File: config.mk
export PLATFORM = sky130hd
export DESIGN_NAME = qrs_div
export DESIGN_NICKNAME = d
export VERILOG_FILES = /design/src/rtl/core/qrs_div.sv
export SDC_FILE = /design/constraint.sdc
export NUM_CORES = 2
export LEC_CHECK = 0
export BUFFER_PORTS_ARGS = -buffer_cell sky130_fd_sc_hd__clkbuf_2
export CAP_MARGIN = 20
export CELL_PAD_IN_SITES_DETAIL_PLACEMENT = 1
export CELL_PAD_IN_SITES_GLOBAL_PLACEMENT = 1
export CORE_MARGIN = 2
export CORE_UTILIZATION = 58
export DETAILED_ROUTE_END_ITERATION = 10
export HOLD_SLACK_MARGIN = 0.06
export PLACE_DENSITY_LB_ADDON = 0.1
export SKIP_LAST_GASP = 1
export SLEW_MARGIN = 0
export SYNTH_ARGS = -nofsm -noshare
export SYNTH_HDL_FRONTEND = slang
export SYNTH_SLANG_ARGS = --single-unit
File: constraint.sdc
create_clock -name i_clk -period 6.8 [get_ports i_clk]
set_input_delay 0.34 -clock i_clk [delete_from_list [all_inputs] [get_ports i_clk]]
set_output_delay 0.34 -clock i_clk [all_outputs]
set_load 0.01 [all_outputs]
File: src/rtl/core/qrs_div.sv
// ----------------------------------------------------------------------------
// qrs_div
// Pipelined unsigned restoring divider, one quotient bit per stage.
// ----------------------------------------------------------------------------
module qrs_div #(
    parameter int NW = 33,
    parameter int DNW = 17,
    parameter int SB = 1
) (
    input  logic           i_clk,
    input  logic           i_rst_n,
    input  logic           i_en,
    input  logic           i_valid,
    input  logic [NW-1:0]  i_num,
    input  logic [DNW-1:0] i_den,
    input  logic [SB-1:0]  i_side,
    output logic           o_valid,
    output logic [NW-1:0]  o_quot,
    output logic [SB-1:0]  o_side
);

    logic [NW-1:0]  c_num  [0:NW];
    logic [DNW:0]   c_rem  [0:NW];
    logic [DNW-1:0] c_den  [0:NW];
    logic [SB-1:0]  c_side [0:NW];
    logic           c_val  [0:NW];

    assign c_num[0]  = i_num;
    assign c_rem[0]  = '0;
    assign c_den[0]  = i_den;
    assign c_side[0] = i_side;
    assign c_val[0]  = i_valid;

    // The numerator register shifts out dividend bits and shifts in quotient bits.
    for (genvar k = 0; k < NW; k++) begin : g_stage
        logic [NW-1:0]  r_num;
        logic [DNW:0]   r_rem;
        logic [DNW-1:0] r_den;
        logic [SB-1:0]  r_side;
        logic           r_val;
        logic [DNW:0]   n_shift;
        logic           n_ge;

        always_comb begin
            n_shift = {c_rem[k][DNW-1:0], c_num[k][NW-1]};
            n_ge    = (n_shift >= {1'b0, c_den[k]});
        end

        always_ff @(posedge i_clk) begin
            if (!i_rst_n) begin
                r_val <= 1'b0;
            end else if (i_en) begin
                r_val <= c_val[k];
            end
        end

        always_ff @(posedge i_clk) begin
            if (i_en) begin
                r_den  <= c_den[k];
                r_side <= c_side[k];
                r_num  <= {c_num[k][NW-2:0], n_ge};
                r_rem  <= n_ge ? (n_shift - {1'b0, c_den[k]}) : n_shift;
            end
        end

        assign c_num[k+1]  = r_num;
        assign c_rem[k+1]  = r_rem;
        assign c_den[k+1]  = r_den;
        assign c_side[k+1] = r_side;
        assign c_val[k+1]  = r_val;
    end

    assign o_valid = c_val[NW];
    assign o_quot  = c_num[NW];
    assign o_side  = c_side[NW];

endmodule

==> metrics.txt <==
synth unique cells 82; family with the most delay on the worst path compound AO/OA/AOI/OAI gates; vias per cell around 5.7; drc violations 0; # setup viols final 0; Syn-to-layout area delta 12.0%; EDFF count, synth about 2200; # rows between 150 and 200; PostCTS Resize Cnt 0; final slew viol count 0; total setup buffers inserted after CTS 0; DR WL/cell 21.4 um; final WL about 210000 um; GRT Residual Overflow 0; commonest non-fill, non-tap cell in the layout edfxtp_1; ant diodes 0; clock sinks about 2200; sequential share of the synthesized area about two thirds; P_leak ~43 nW; Synth async-reset ratio 0%; RSZ-0062 raised after global routing false; Critical Path RT between 7 and 8 ns; worst rel slew slack 26.0%; critical path class flop to flop; Final min period approximately 4.1 ns; syn_area_per_cell about 14 sq um; Vias 56200; Clock transition at path regs roughly 0.060 ns; initial core utilization 58.2%; initial antenna violation count 1; proportion of layout cells with a drive suffix above 1 11.3%; syn_nets ~7700; Yosys warning count 0; port bufs between 80 and 90; vias in the first global route slightly above 60000; Worst setup EP type flop; num ports 90; worst path cell trace inv_1, ha_1, inv_1, fa_1, a211o_1, a21oi_1, o21ai_0, a21oi_1, o21ai_0, a21oi_1, o41a_1, mux2_2; HP Class input port to flop; worst path arrival time approximately 4.7 ns; H-tree depth 4; fmax approximately 240 MHz; maximum clock path buffer count 3; Total Routing Usage GR ~24%; GP Congestion 0.892; fin cells between 9000 and 10000; worst skew pair latency 0.87 ns; Die ar. roughly 0.18 sq mm; first-pass GRT wire length about 330000 um; status finished clean; Slowest-stage cell, CP o41a_1; post-detail-place hpwl 145000 um; Main synth FF type edfxtp_1; core area 0.171 sq mm; largest net degree at the start of global routing 177; Cells after Synth about 7000; IR drop worst, VDD a little under 300 uV; measured slew at the worst slew-check pin 1.10 ns; register bit total from synthesis approximately 2200; Total Neg Setup Slack 0 ns; initial DRC count around 3400; Final Hold Fails 0; Die Wd between 400 and 500 um; worst path buffer plus inverter count 2; CP dominant cell by count a21oi_1; Worst Skew 0.0584 ns; mapped cell area ~0.10 sq mm; DP Cell Count ~9400; CP Max Fanout 18; largest stage delay on the critical path around 0.8 ns; Die H between 400 and 500 um; final-stage net count around 8000; CTS tree built; max_cap viols 0; Final Cycle Share 61.0%; hold_buf cts 54; clk root buf clkbuf_16; CTS buffer count 226; most frequent cells in the layout 2210 x edfxtp_1, 705 x inv_1, 546 x ha_1, 475 x a21oi_1, 352 x nor2_1; TritonRoute pass-1 iters 6; ANT nets after route 0; Pwr Density 454 mW/mm^2; crit path launch type flop
layer usage:
metal	GRT usage [%]	share of wire (%)	vias up
li1	-	-	26800
met1	29.4	41	28200
met2	44.5	53	898
met3	3.34	3.1	381
met4	7.57	2.9	0
met5	0	0	-
worst paths after layout:
check / slack [ns] / to / cells after the start / from
worst max-delay path: 2.65 / g_stage[5].r_rem[4] / 12 / g_stage[4].r_num[32]
worst min-delay path: 0.18 / g_stage[0].r_num[8] / 2 / i_num[7]
worst max register to register: 2.65 / g_stage[5].r_rem[4] / 12 / g_stage[4].r_num[32]
worst min register to register: 0.37 / g_stage[2].r_side / 0 / g_stage[1].r_side
power by group:
part           internal [W]  switching, W
registers            0.0188       0.00165
clock network       0.00734       0.00547
logic               0.00776       0.00968
total                0.0339        0.0168
cell usage after synthesis (9+ instances only):
cell type,instances,area [sq um]
nand3_1,67,335
xor2_1,157,1380
ha_1,546,6830
or2_2,17,106
a21boi_0,10,75.1
nor3_1,116,581
a211o_1,20,175
clkbuf_1,58,218
o41ai_1,12,105
a311oi_1,12,105
nor4_1,15,93.8
o211ai_1,25,188
or3_1,25,156
mux2_2,304,3420
nand4_1,78,488
o21ai_0,316,1580
buf_2,15,75.1
edfxtp_1,2210,66400
a211oi_1,53,398
o21bai_1,76,571
o31ai_1,41,308
fa_1,31,621
nand2b_1,36,225
xnor2_1,250,2190
a21oi_1,476,2380
o22ai_1,10,62.6
a31oi_1,33,206
mux2i_1,64,641
nor2_1,352,1320
inv_1,705,2650
dfxtp_1,33,661
o31a_1,26,228
and3_1,28,175
nand2_1,342,1280
nor2b_1,85,532
and2_1,14,87.6
a21o_1,167,1250
o21a_1,69,518
a31o_2,9,78.8
through the flow:
stage | util (%) | hold WS [ns] | setup WS [ns] | cell area, sq um | total power (W)
finish | 65.2 | 0.185 | 2.65 | 112000 | 0.0507
global placement | 60.3 | 0.400 | 2.91 | 103000 | 0.0367
CTS | 65.2 | 0.112 | 2.60 | 112000 | 0.0510
floorplan | - | 0.400 | 3.40 | 99800 | 0.0328
detailed placement | 60.3 | 0.405 | 2.62 | 103000 | 0.0377
global route | 65.2 | 0.140 | 2.38 | 112000 | 0.0536
sequential cells by signal, indices dropped and copies added, names as in the netlist:
signal          cells
g_stage.r_num    1056
g_stage.r_den     544
g_stage.r_rem     544
o_quot             33
g_stage.r_side     32
g_stage.r_val      32
o_side              1
o_valid             1
cell families (layout without fill, tap and decap cells):
family / count (synthesis) / in the layout / synth area share [%]
adder cells (fa/ha/maj): 577 / 577 / 7.47
XOR/XNOR: 407 / 407 / 3.57
AND/OR/NAND/NOR: 1197 / 1197 / 5.58
AO/OA/AOI/OAI: 1435 / 1435 / 9.11
flip-flops: 2243 / 2243 / 67.2
buffers and inverters: 793 / 1332 / 3.04
multiplexers: 368 / 368 / 4.07
area by class of cell:
cell class	count	area, sq um
flip-flops and latches	2243	67000
fillers	15800	59600
multi-input cells	3984	29800
clock buffers	263	5860
well taps	2310	2890
inverters	706	2650
clock inverters	167	1920
repair buffers	196	1580
(Power assumes the default switching activity.)
