File: config.mk
export PLATFORM = sky130hd
export DESIGN_NAME = qrs_disc
export DESIGN_NICKNAME = d
export VERILOG_FILES = /design/src/rtl/core/qrs_pkg.sv /design/src/rtl/core/qrs_disc.sv
export SDC_FILE = /design/constraint.sdc
export NUM_CORES = 1
export LEC_CHECK = 0
export ABC_AREA = 1
export BUFFER_PORTS_ARGS = -buffer_cell sky130_fd_sc_hd__buf_2
export CORE_MARGIN = 2
export CORE_UTILIZATION = 55
export DETAILED_ROUTE_END_ITERATION = 7
export HOLD_SLACK_MARGIN = 0.05
export PLACE_DENSITY = 0.72
export SYNTH_ARGS = -nofsm -noshare
export SYNTH_HDL_FRONTEND = slang
export SYNTH_SLANG_ARGS = --single-unit
File: constraint.sdc
create_clock -name i_clk -period 8.7 [get_ports i_clk]
set_input_delay 0 -clock i_clk [delete_from_list [all_inputs] [get_ports i_clk]]
set_output_delay 0 -clock i_clk [all_outputs]
set_load 0.01 [all_outputs]
File: src/rtl/core/qrs_pkg.sv
// ----------------------------------------------------------------------------
// qrs_pkg
// Shared constants and types for the quadratic root solver pipeline.
// ----------------------------------------------------------------------------
package qrs_pkg;

    localparam int COEF_WIDTH_DEF = 16;
    localparam int FRAC_BITS_DEF  = 16;
    localparam int ROOT_WIDTH     = 34;

    typedef enum logic [1:0] {
        ST_REAL    = 2'd0,
        ST_NO_REAL = 2'd1,
        ST_A_ZERO  = 2'd2
    } t_status;

endpackage

File: src/rtl/core/qrs_disc.sv
// ----------------------------------------------------------------------------
// qrs_disc
// Three-stage front end: coefficient magnitudes, products, discriminant.
// ----------------------------------------------------------------------------
module qrs_disc import qrs_pkg::*; #(
    parameter int CW = COEF_WIDTH_DEF,
    localparam int DW = 2 * CW + 1
) (
    input  logic                 i_clk,
    input  logic                 i_rst_n,
    input  logic                 i_en,
    input  logic                 i_valid,
    input  logic [CW-1:0]        i_a,
    input  logic [CW-1:0]        i_b,
    input  logic [CW-1:0]        i_c,
    output logic                 o_valid,
    output logic [DW-1:0]        o_disc,
    output logic                 o_b_neg,
    output logic [CW-1:0]        o_b_mag,
    output logic                 o_a_neg,
    output logic [CW-1:0]        o_a_mag,
    output t_status              o_status
);

    logic          r1_valid, r2_valid, r3_valid;
    logic          r1_a_neg, r1_b_neg, r1_c_neg;
    logic [CW-1:0] r1_a_mag, r1_b_mag, r1_c_mag;
    logic              r2_a_neg, r2_b_neg, r2_same_sign, r2_a_zero;
    logic [CW-1:0]     r2_a_mag, r2_b_mag;
    logic [2*CW-1:0]   r2_b2, r2_ac;
    logic [DW-1:0]     r3_disc;
    logic              r3_a_neg, r3_b_neg;
    logic [CW-1:0]     r3_a_mag, r3_b_mag;
    t_status           r3_status;

    logic [DW-1:0] n_b2x, n_ac4, n_disc;
    logic          n_neg_disc;
    t_status       n_status;

    always_ff @(posedge i_clk) begin
        if (!i_rst_n) begin
            r1_valid <= 1'b0;
            r2_valid <= 1'b0;
            r3_valid <= 1'b0;
        end else if (i_en) begin
            r1_valid <= i_valid;
            r2_valid <= r1_valid;
            r3_valid <= r2_valid;
        end
    end

    always_ff @(posedge i_clk) begin
        if (i_en) begin
            r1_a_neg <= i_a[CW-1];
            r1_b_neg <= i_b[CW-1];
            r1_c_neg <= i_c[CW-1];
            r1_a_mag <= i_a[CW-1] ? (~i_a + 1'b1) : i_a;
            r1_b_mag <= i_b[CW-1] ? (~i_b + 1'b1) : i_b;
            r1_c_mag <= i_c[CW-1] ? (~i_c + 1'b1) : i_c;

            r2_b2        <= r1_b_mag * r1_b_mag;
            r2_ac        <= r1_a_mag * r1_c_mag;
            r2_a_neg     <= r1_a_neg;
            r2_b_neg     <= r1_b_neg;
            r2_a_mag     <= r1_a_mag;
            r2_b_mag     <= r1_b_mag;
            r2_same_sign <= (r1_a_neg == r1_c_neg) && (r1_c_mag != '0);
            r2_a_zero    <= (r1_a_mag == '0);

            r3_disc   <= n_disc;
            r3_status <= n_status;
            r3_a_neg  <= r2_a_neg;
            r3_b_neg  <= r2_b_neg;
            r3_a_mag  <= r2_a_mag;
            r3_b_mag  <= r2_b_mag;
        end
    end

    // The product magnitude never exceeds 2^(2CW-2), so its top bit is free.
    always_comb begin
        n_b2x      = {1'b0, r2_b2};
        n_ac4      = {r2_ac[2*CW-2:0], 2'b00};
        n_neg_disc = r2_same_sign && (n_ac4 > n_b2x);
        n_disc     = r2_same_sign ? (n_b2x - n_ac4) : (n_b2x + n_ac4);
        if (r2_a_zero) begin
            n_status = ST_A_ZERO;
        end else if (n_neg_disc) begin
            n_status = ST_NO_REAL;
        end else begin
            n_status = ST_REAL;
        end
    end

    assign o_valid  = r3_valid;
    assign o_disc   = r3_disc;
    assign o_b_neg  = r3_b_neg;
    assign o_b_mag  = r3_b_mag;
    assign o_a_neg  = r3_a_neg;
    assign o_a_mag  = r3_a_mag;
    assign o_status = r3_status;

endmodule

==> out/qor_table.md, run 1 <==
| Step | Item | This run |
| --- | --- | --- |
| layout | Layout Area Growth over Synthesis | 9.72% |
| sta | Number of max-slew violations in the final report | 0 |
| synthesis | Leading area contributor after synthesis | fa_1 |
| synthesis | Post-synthesis simple-gate area fraction | 0.198 |
| routing | DRT Wirelength | 71000 um |
| sta | # setup viols final | 0 |
| global routing | Pin count of the biggest net entering global routing | 106 |
| synthesis | Synthesized-area fraction occupied by adder cells | 0.358 |
| setup path | Internal reg-to-reg setup slack | 2.60 ns |
| sta | Highest Clock Rate | 0.164 GHz |
| setup path | Worst flop-to-flop path endpoint | r2_b2[28] |
| synthesis | Yosys top cell area share | 0.245 |
| place | RePlAce Congestion | 0.953 |
| floorplanning | Initial cell density of the core | 0.556 |
| layout | Layout filler cell count | 4626 |
| synthesis | Count of different cell masters after synthesis | 50 |
| setup path | Maximum single-stage delay on the critical path | 0.86 ns |
| sta | Least-Margin Pin Slew | 0.957 ns |
| routing | Total via count after detailed routing | 23100 |
| setup path | Required time at the endpoint of the critical path | 9.03 ns |
| clock network | CTS Root Cell | clkbuf_16 |
| synthesis | Fraction of the mapped netlist area in compound gates | 0.0420 |
| setup path | Library cell appearing most often on the critical path | fa_1 |
| floorplanning | Cell row count | 84 |
| layout | Combined flip-flop and latch cell area | 6520 sq um |
| synthesis | Post-Syn Area per Cell | 7.95 sq um |
| place | Quantity of I/O buffers inserted on ports | 120 |
| synthesis | Net count after synthesis | 4350 |
| clock network | Htree depth | 1 |
| clock network | Clock transition at the registers of the reported paths | 0.06 ns |
| synthesis | Synth Warn # | 0 |
| synthesis | Most used standard cells in the synthesized netlist | nand2_1, inv_1, fa_1 |
| clock network | Number of buffers inserted during clock tree synthesis | 26 |
| synthesis | Combinational family with the most area after synthesis | adder cells |
| sta | Normalized max-slew margin | 0.362 |
| synthesis | Most frequently used flop master after synthesis | edfxtp_1 |
| floorplanning | Top-level port count | 122 |
| synthesis | Synth Cell Area | 29200 sq um |
| global routing | Vias in the first global route | 24000 |
| sta | Final Skew | 0.0151 ns |
| worst hold path | Hold Path Depth | 2 |
| global routing | Overflow after GRT | 0 |
| clock network | Maximum count of clock buffers along a single path | 3 |
| routing | Post-route DRC | 0 |
| setup path | FF-to-FF Start | r1_b_mag[3] |
| setup path | Worst r2r path cells | 21 |
| worst hold path | Destination of the worst hold path | r1_b_mag[0] |
| routing | Detailed Routing Iterations Pass 1 | 5 |
| floorplanning | Die X-Extent | 234 um |
| setup path | Critical Path Source Type | flip-flop |
| floorplanning | Die extent in y | 234 um |
| layout | Multi-input combinational cell area | 18500 sq um |
| layout | NumNets Final | 4466 |
| synthesis | XOR/XNOR Fraction of Synth Area | 0.0351 |
| worst hold path | Launch point of the worst hold path | i_b[0] |
| setup path | Worst-path fanout max | 17 |
| place | Post-DP HPWL | 55400 um |
| synthesis | Biggest area contributors in the synthesized netlist | fa_1, edfxtp_1, nand2_1, inv_1, ha_1 |
| sta | Minimum clock period | 6.10 ns |
| sta | Setup repair after global routing missed its margin | no |
| layout | Max reg flops | 32 |
| synthesis | Async SR Flop Fraction | 0 |
| clock network | Insertion delay to the later sink of the worst-skew pair | 0.57 ns |
| synthesis | Register area share after synthesis | 0.223 |
| routing | Mean routed wirelength per cell | 15.8 um |
| synthesis | Library cell with the highest instance count after synthesis | nand2_1 |
| synthesis | Number of enable flip-flop cells after synthesis | 215 |
| clock network | Buffers inserted by post-CTS timing repair | 0 |
| setup path | Cell breakdown of the critical path | nand2_1, fa_1, fa_1, inv_1, fa_1, fa_1, fa_1, inv_1, fa_1, inv_1, ha_1, nand2_1, inv_1, a21boi_0, nor2_1, nor2_1, nor2_1, nor2_1, nand2_1, nand2_1, nand2_1 |
| setup path | Critical-path cell with the highest stage delay | edfxtp_1 |
| global routing | Global-route wire length before repair | 119000 um |
| outcome | Run status | complete, no violations |
| setup path | Delay-heaviest family, CP | adder cells |
| routing | Count of antenna-violating nets left after detailed routing | 0 |
| routing | Per-cell via count in the routed design | 5.14 |
| floorplanning | Placeable core area | 52600 sq um |
| sta | Ratio of final minimum period to clock period | 0.701 |
| clock network | Number of clock sinks | 218 |
| setup path | Data arrival at the endpoint of the critical path | 6.43 ns |
| global routing | Total global-route track usage | 0.274 |
| sta | Final Hold Fails | 0 |
| layout | Diodes inserted | 0 |
| setup path | Worst setup path category | reg -> reg |
| layout | Ratio of cells with drive above 1 in the final layout | 0.0603 |
| sta | Setup TNS after final layout | 0 ns |
| setup path | CP Buf/Inv Count | 4 |
| floorplanning | Die outline area | 55000 sq um |
| synthesis | Portion of netlist area occupied by mux cells | 0.000343 |
| global routing | Antenna violations before repair | 1 |
| setup path | Critical Path End Type | flip-flop |
| routing | Drt initial violations | 1457 |
| synthesis | Gate count after technology mapping | 3676 |
| job | Maximum Capacitance Violations | 0 |
| synthesis | Register bit count reported by yosys | 218 |
| clock network | Clock tree from TritonCTS | done |
| worst hold path | Path class of the lowest-slack min-delay path | in -> reg |
placed cells by master, fill, tap and decap left out, types with 5 or more instances in the layout:
master and instances:
o21ai_1 9, xor2_1 87, clkbuf_16 27, a21o_1 5, fa_1 357, buf_4 5, nand3b_1 6, nor4_1 12
a21oi_1 104, edfxtp_1 215, bufinv_16 9, nand2_2 11, nand2_1 999, nand3_2 5, inv_1 954, or2_2 9
nor3_1 34, xnor2_1 30, nor2_2 15, dlygate4sd3_1 89, nand4_1 21, nor2_1 164, nand3_1 121, buf_2 119
o21bai_1 15, ha_1 265, o21ai_0 67
cells by family (layout without fill, tap and decap cells):
logic type,count (synthesis),in the layout
buf+inv,1084,1220
mux,1,1
compound gates,222,222
xor+xnor,117,117
other cells,1,1
flops,218,218
simple gates,1411,1411
fa+ha+maj,622,622
layout make-up:
type | instances | area share
tap | 688 | 0.0269
timing repair buffer | 214 | 0.0480
clock buffer | 29 | 0.0213
clock inverter | 19 | 0.0110
inverter | 958 | 0.112
sequential | 218 | 0.203
multi-input combinational | 2374 | 0.577
timing repair:
item | 4_1_cts | 5_1_grt
gates resized for setup | 0 | 0
endpoints found under the setup margin | 0 | 0
hold buffers | 89 | 0
hold endpoints to repair | 158 | 0
metal layers:
metal  global-route usage  routed length, um  up-vias
li1                     -                  -    11200
met1                0.358              30100    11000
met2                0.473              34200      768
met3               0.0382               4540      132
met4               0.0835               2130        2
met5                    0                 13        -
metrics by stage:
step	utilization	hold WS (ns)	setup WS, ns	cell area, sq um	instances
floorplan	-	0.0989	3.22	29200	3676
global placement	0.573	0.196	2.74	30100	4363
detailed placement	0.573	0.204	2.68	30100	4363
CTS	0.610	0.148	2.67	32100	4500
global route	0.610	0.172	2.24	32100	4500
finish	0.610	0.178	2.60	32100	4500
worst register-to-register path, stage by stage, from the launching register on:
cell	delay [ns]
edfxtp_1	0.86
nand2_1	0.25
fa_1	0.57
fa_1	0.54
inv_1	0.05
fa_1	0.51
fa_1	0.51
fa_1	0.49
inv_1	0.05
fa_1	0.47
inv_1	0.05
ha_1	0.35
nand2_1	0.16
inv_1	0.05
a21boi_0	0.34
nor2_1	0.09
nor2_1	0.18
nor2_1	0.06
nor2_1	0.11
nand2_1	0.07
nand2_1	0.06
nand2_1	0.05
worst max path at each step:
stage,start,endpoint,cells after the start
floorplan,r1_b_mag[11],r2_b2[28],23
global placement,r1_b_mag[3],r2_b2[22],21
detailed placement,r1_b_mag[3],r2_b2[28],21
CTS,r1_b_mag[3],r2_b2[28],21
global route,r1_b_mag[8],r2_b2[28],23
finish,r1_b_mag[3],r2_b2[28],21
Power of run 1 is left out: the tool's default activity adds up to more than one toggle a clock period on the data nets, which glitch-free logic cannot reach.
==> inputs of run 2 (changes only) <==
Settings changed: PLACE_DENSITY 0.72 to 0.75.
Clock period 8.7 ns to 4.95 ns, I/O delays scaled along.
==> run 2 against run 1 <==
The flow now finishes with violations (setup timing). Clock skew increased by 0.0050 ns. Clock-buffer cell count increased by 1. First-iteration DRC count grew 20%. Cell area increased by 14%. Routed wire length rose by 11%. Largest cell class unchanged.
==> out/qor_table.md, run 2 (synthesis gave the netlist of run 1 again) <==
| Step | Item | This run | Change |
| --- | --- | --- | --- |
| routing | Drt initial violations | 1749 | +20% |
| floorplanning | Initial cell density of the core | 0.556 | unchanged |
| routing | Per-cell via count in the routed design | 5.15 | +0.30% |
| routing | Count of antenna-violating nets left after detailed routing | 0 | unchanged |
| clock network | Clock tree from TritonCTS | done |  |
| setup path | Worst setup path category | reg -> reg |  |
| layout | Most common cell after layout, fill and taps aside | nand2_1 |  |
| layout | Final core occ | 0.698 | +0.0879 |
| layout | Layout filler cell count | 3930 | -15% |
| floorplanning | Die extent in y | 234 um | unchanged |
| sta | Number of max-slew violations in the final report | 0 | unchanged |
| setup path | Worst-path fanout max | 4 | -13 |
| clock network | Clock transition at the registers of the reported paths | 0.06 ns | about the same |
| sta | Final Skew | 0.0201 ns | +0.00498 ns |
| clock network | Number of buffers inserted during clock tree synthesis | 27 | +3.8% |
| place | # placed instances | 4660 | +6.8% |
| layout | Ratio of cells with drive above 1 in the final layout | 0.226 | +0.165 |
| routing | Detailed Routing Iterations Pass 1 | 6 | +1 |
| setup path | Critical Path End Type | flip-flop |  |
| floorplanning | Die X-Extent | 234 um | unchanged |
| layout | NumNets Final | 4830 | +8.2% |
| clock network | Number of clock sinks | 218 | unchanged |
| worst hold path | Hold Path Depth | 2 | unchanged |
| sta | Highest Clock Rate | 0.184 GHz | +12% |
| job | Maximum Capacitance Violations | 0 | unchanged |
| sta | # setup viols final | 42 | +42 |
| outcome | Run status | finished, violations left |  |
| sta | Normalized max-slew margin | 0.372 | +0.00979 |
| global routing | Global-route wire length before repair | 125000 um | +5.0% |
| place | RePlAce Congestion | 0.939 | -1.4% |
| global routing | Pin count of the biggest net entering global routing | 114 | +7.5% |
| sta | Minimum clock period | 5.43 ns | -0.666 ns |
| clock network | Htree depth | 1 | unchanged |
| sta | Final Hold Fails | 0 | unchanged |
| layout | Diodes inserted | 0 | unchanged |
| place | Quantity of I/O buffers inserted on ports | 120 | unchanged |
| floorplanning | Placeable core area | 52600 sq um | unchanged |
| outcome | Violated checks | setup timing |  |
| layout | Max reg flops | 32 | unchanged |
| setup path | Worst r2r path cells | 20 | -4.8% |
| clock network | Insertion delay to the later sink of the worst-skew pair | 0.57 ns | about the same |
| sta | Ratio of final minimum period to clock period | 1.10 | +0.397 |
| global routing | Total global-route track usage | 0.287 | +0.0137 |
| place | Post-DP HPWL | 59300 um | +6.9% |
| global routing | Antenna violations before repair | 2 | +1 |
| setup path | Critical Path Source Type | flip-flop |  |
| routing | Post-route DRC | 0 | unchanged |
| routing | Total via count after detailed routing | 25100 | +8.4% |
| sta | WHS | 0.180 ns | +0.00185 ns |
| sta | Least-Margin Pin Slew | 0.942 ns | -0.0147 ns |
| floorplanning | Cell row count | 84 | unchanged |
| layout | Final non-filler cell total | 4863 | +8.1% |
| sta | Setup TNS after final layout | -13.56 ns | -13.56 ns |
| sta | Setup repair after global routing missed its margin | yes |  |
| clock network | CTS Root Cell | clkbuf_16 |  |
| clock network | Maximum count of clock buffers along a single path | 3 | unchanged |
| setup path | Required time at the endpoint of the critical path | 5.26 ns | -3.77 ns |
| layout | Layout Area Growth over Synthesis | 25.5% |  |
| worst hold path | Path class of the lowest-slack min-delay path | in -> reg |  |
| global routing | Vias in the first global route | 25300 | +5.5% |
| setup path | Data arrival at the endpoint of the critical path | 5.75 ns | -0.68 ns |
| layout | Commonest non-fill, non-tap cells in the layout | nand2_1, inv_1, fa_1, buf_4, ha_1 |  |
| sta | Minimum setup slack in the final design | -0.484 ns | -3.08 ns |
| routing | DRT Wirelength | 79100 um | +11% |
| floorplanning | Die outline area | 55000 sq um | unchanged |
| routing | Mean routed wirelength per cell | 16.3 um | +3.0% |
| global routing | Overflow after GRT | 0 | unchanged |
| floorplanning | Top-level port count | 122 | unchanged |
## run 2: changes by cell type in the layout (fill, tap and decap cells not counted), moves of 39 or more
cell and change:
nand2_2 +45, buf_4 +303, a21oi_1 -39, ha_1 -40, inv_2 +76, nand2_1 -76
inv_1 -80, buf_6 +54
## run 2: path summary, 6_finish.rpt
kind           startpoint     endpoint  slack, ns
max          r1_a_mag[10]    r2_ac[21]      -0.48
min                i_a[0]  r1_a_mag[0]       0.18
min reg2reg   r2_b_mag[1]   o_b_mag[1]       0.41
max reg2reg  r1_a_mag[10]    r2_ac[21]      -0.48
## run 2: area by class of cell
class | instances | area (sq um) | area share
Clock buffer | 30 | 687 | 0.0187
Clock inverter | 18 | 163 | 0.00443
Inverter | 958 | 3610 | 0.0983
Multi-Input combinational cell | 2374 | 20300 | 0.553
Sequential cell | 218 | 6520 | 0.178
Tap cell | 688 | 861 | 0.0235
Timing Repair Buffer | 577 | 4560 | 0.124
## run 2: per-stage QoR
stage	worst slack [ns]	instance area [sq um]
floorplan	-0.209	29900
global placement	-0.579	32800
detailed placement	-0.529	32800
CTS	-0.332	35700
global route	-0.702	36700
finish	-0.484	36700
## run 2: routing by layer
layer | wire (um) | up-vias | GRT usage
li1 | - | 11900 | -
met1 | 32400 | 12000 | 0.377
met2 | 39100 | 901 | 0.503
met3 | 5110 | 188 | 0.0342
met4 | 2470 | 0 | 0.0786
met5 | 0 | - | 0
## run 2: what timing repair did
item	4_1_cts	5_1_grt
endpoints found under the hold margin	68	0
gates resized for setup	231	219
setup buffers	36	35
pin swaps	90	128
setup endpoints to repair	42	45
hold buffers	85	0
## run 2: critical path: stages, from the launching register on
cell      delay (ns)
edfxtp_1        0.48
buf_6           0.18
nand2_4         0.05
inv_2           0.04
fa_1            0.51
inv_2           0.05
fa_2            0.52
inv_2           0.04
fa_1            0.56
fa_2            0.47
fa_1            0.53
inv_2           0.04
fa_1            0.51
inv_2           0.05
ha_4            0.27
a21o_1          0.20
a21oi_4         0.21
o21bai_4        0.10
a21oi_2         0.11
nand2_1         0.10
xor2_1          0.18
Power of run 2 is left out for the same reason.
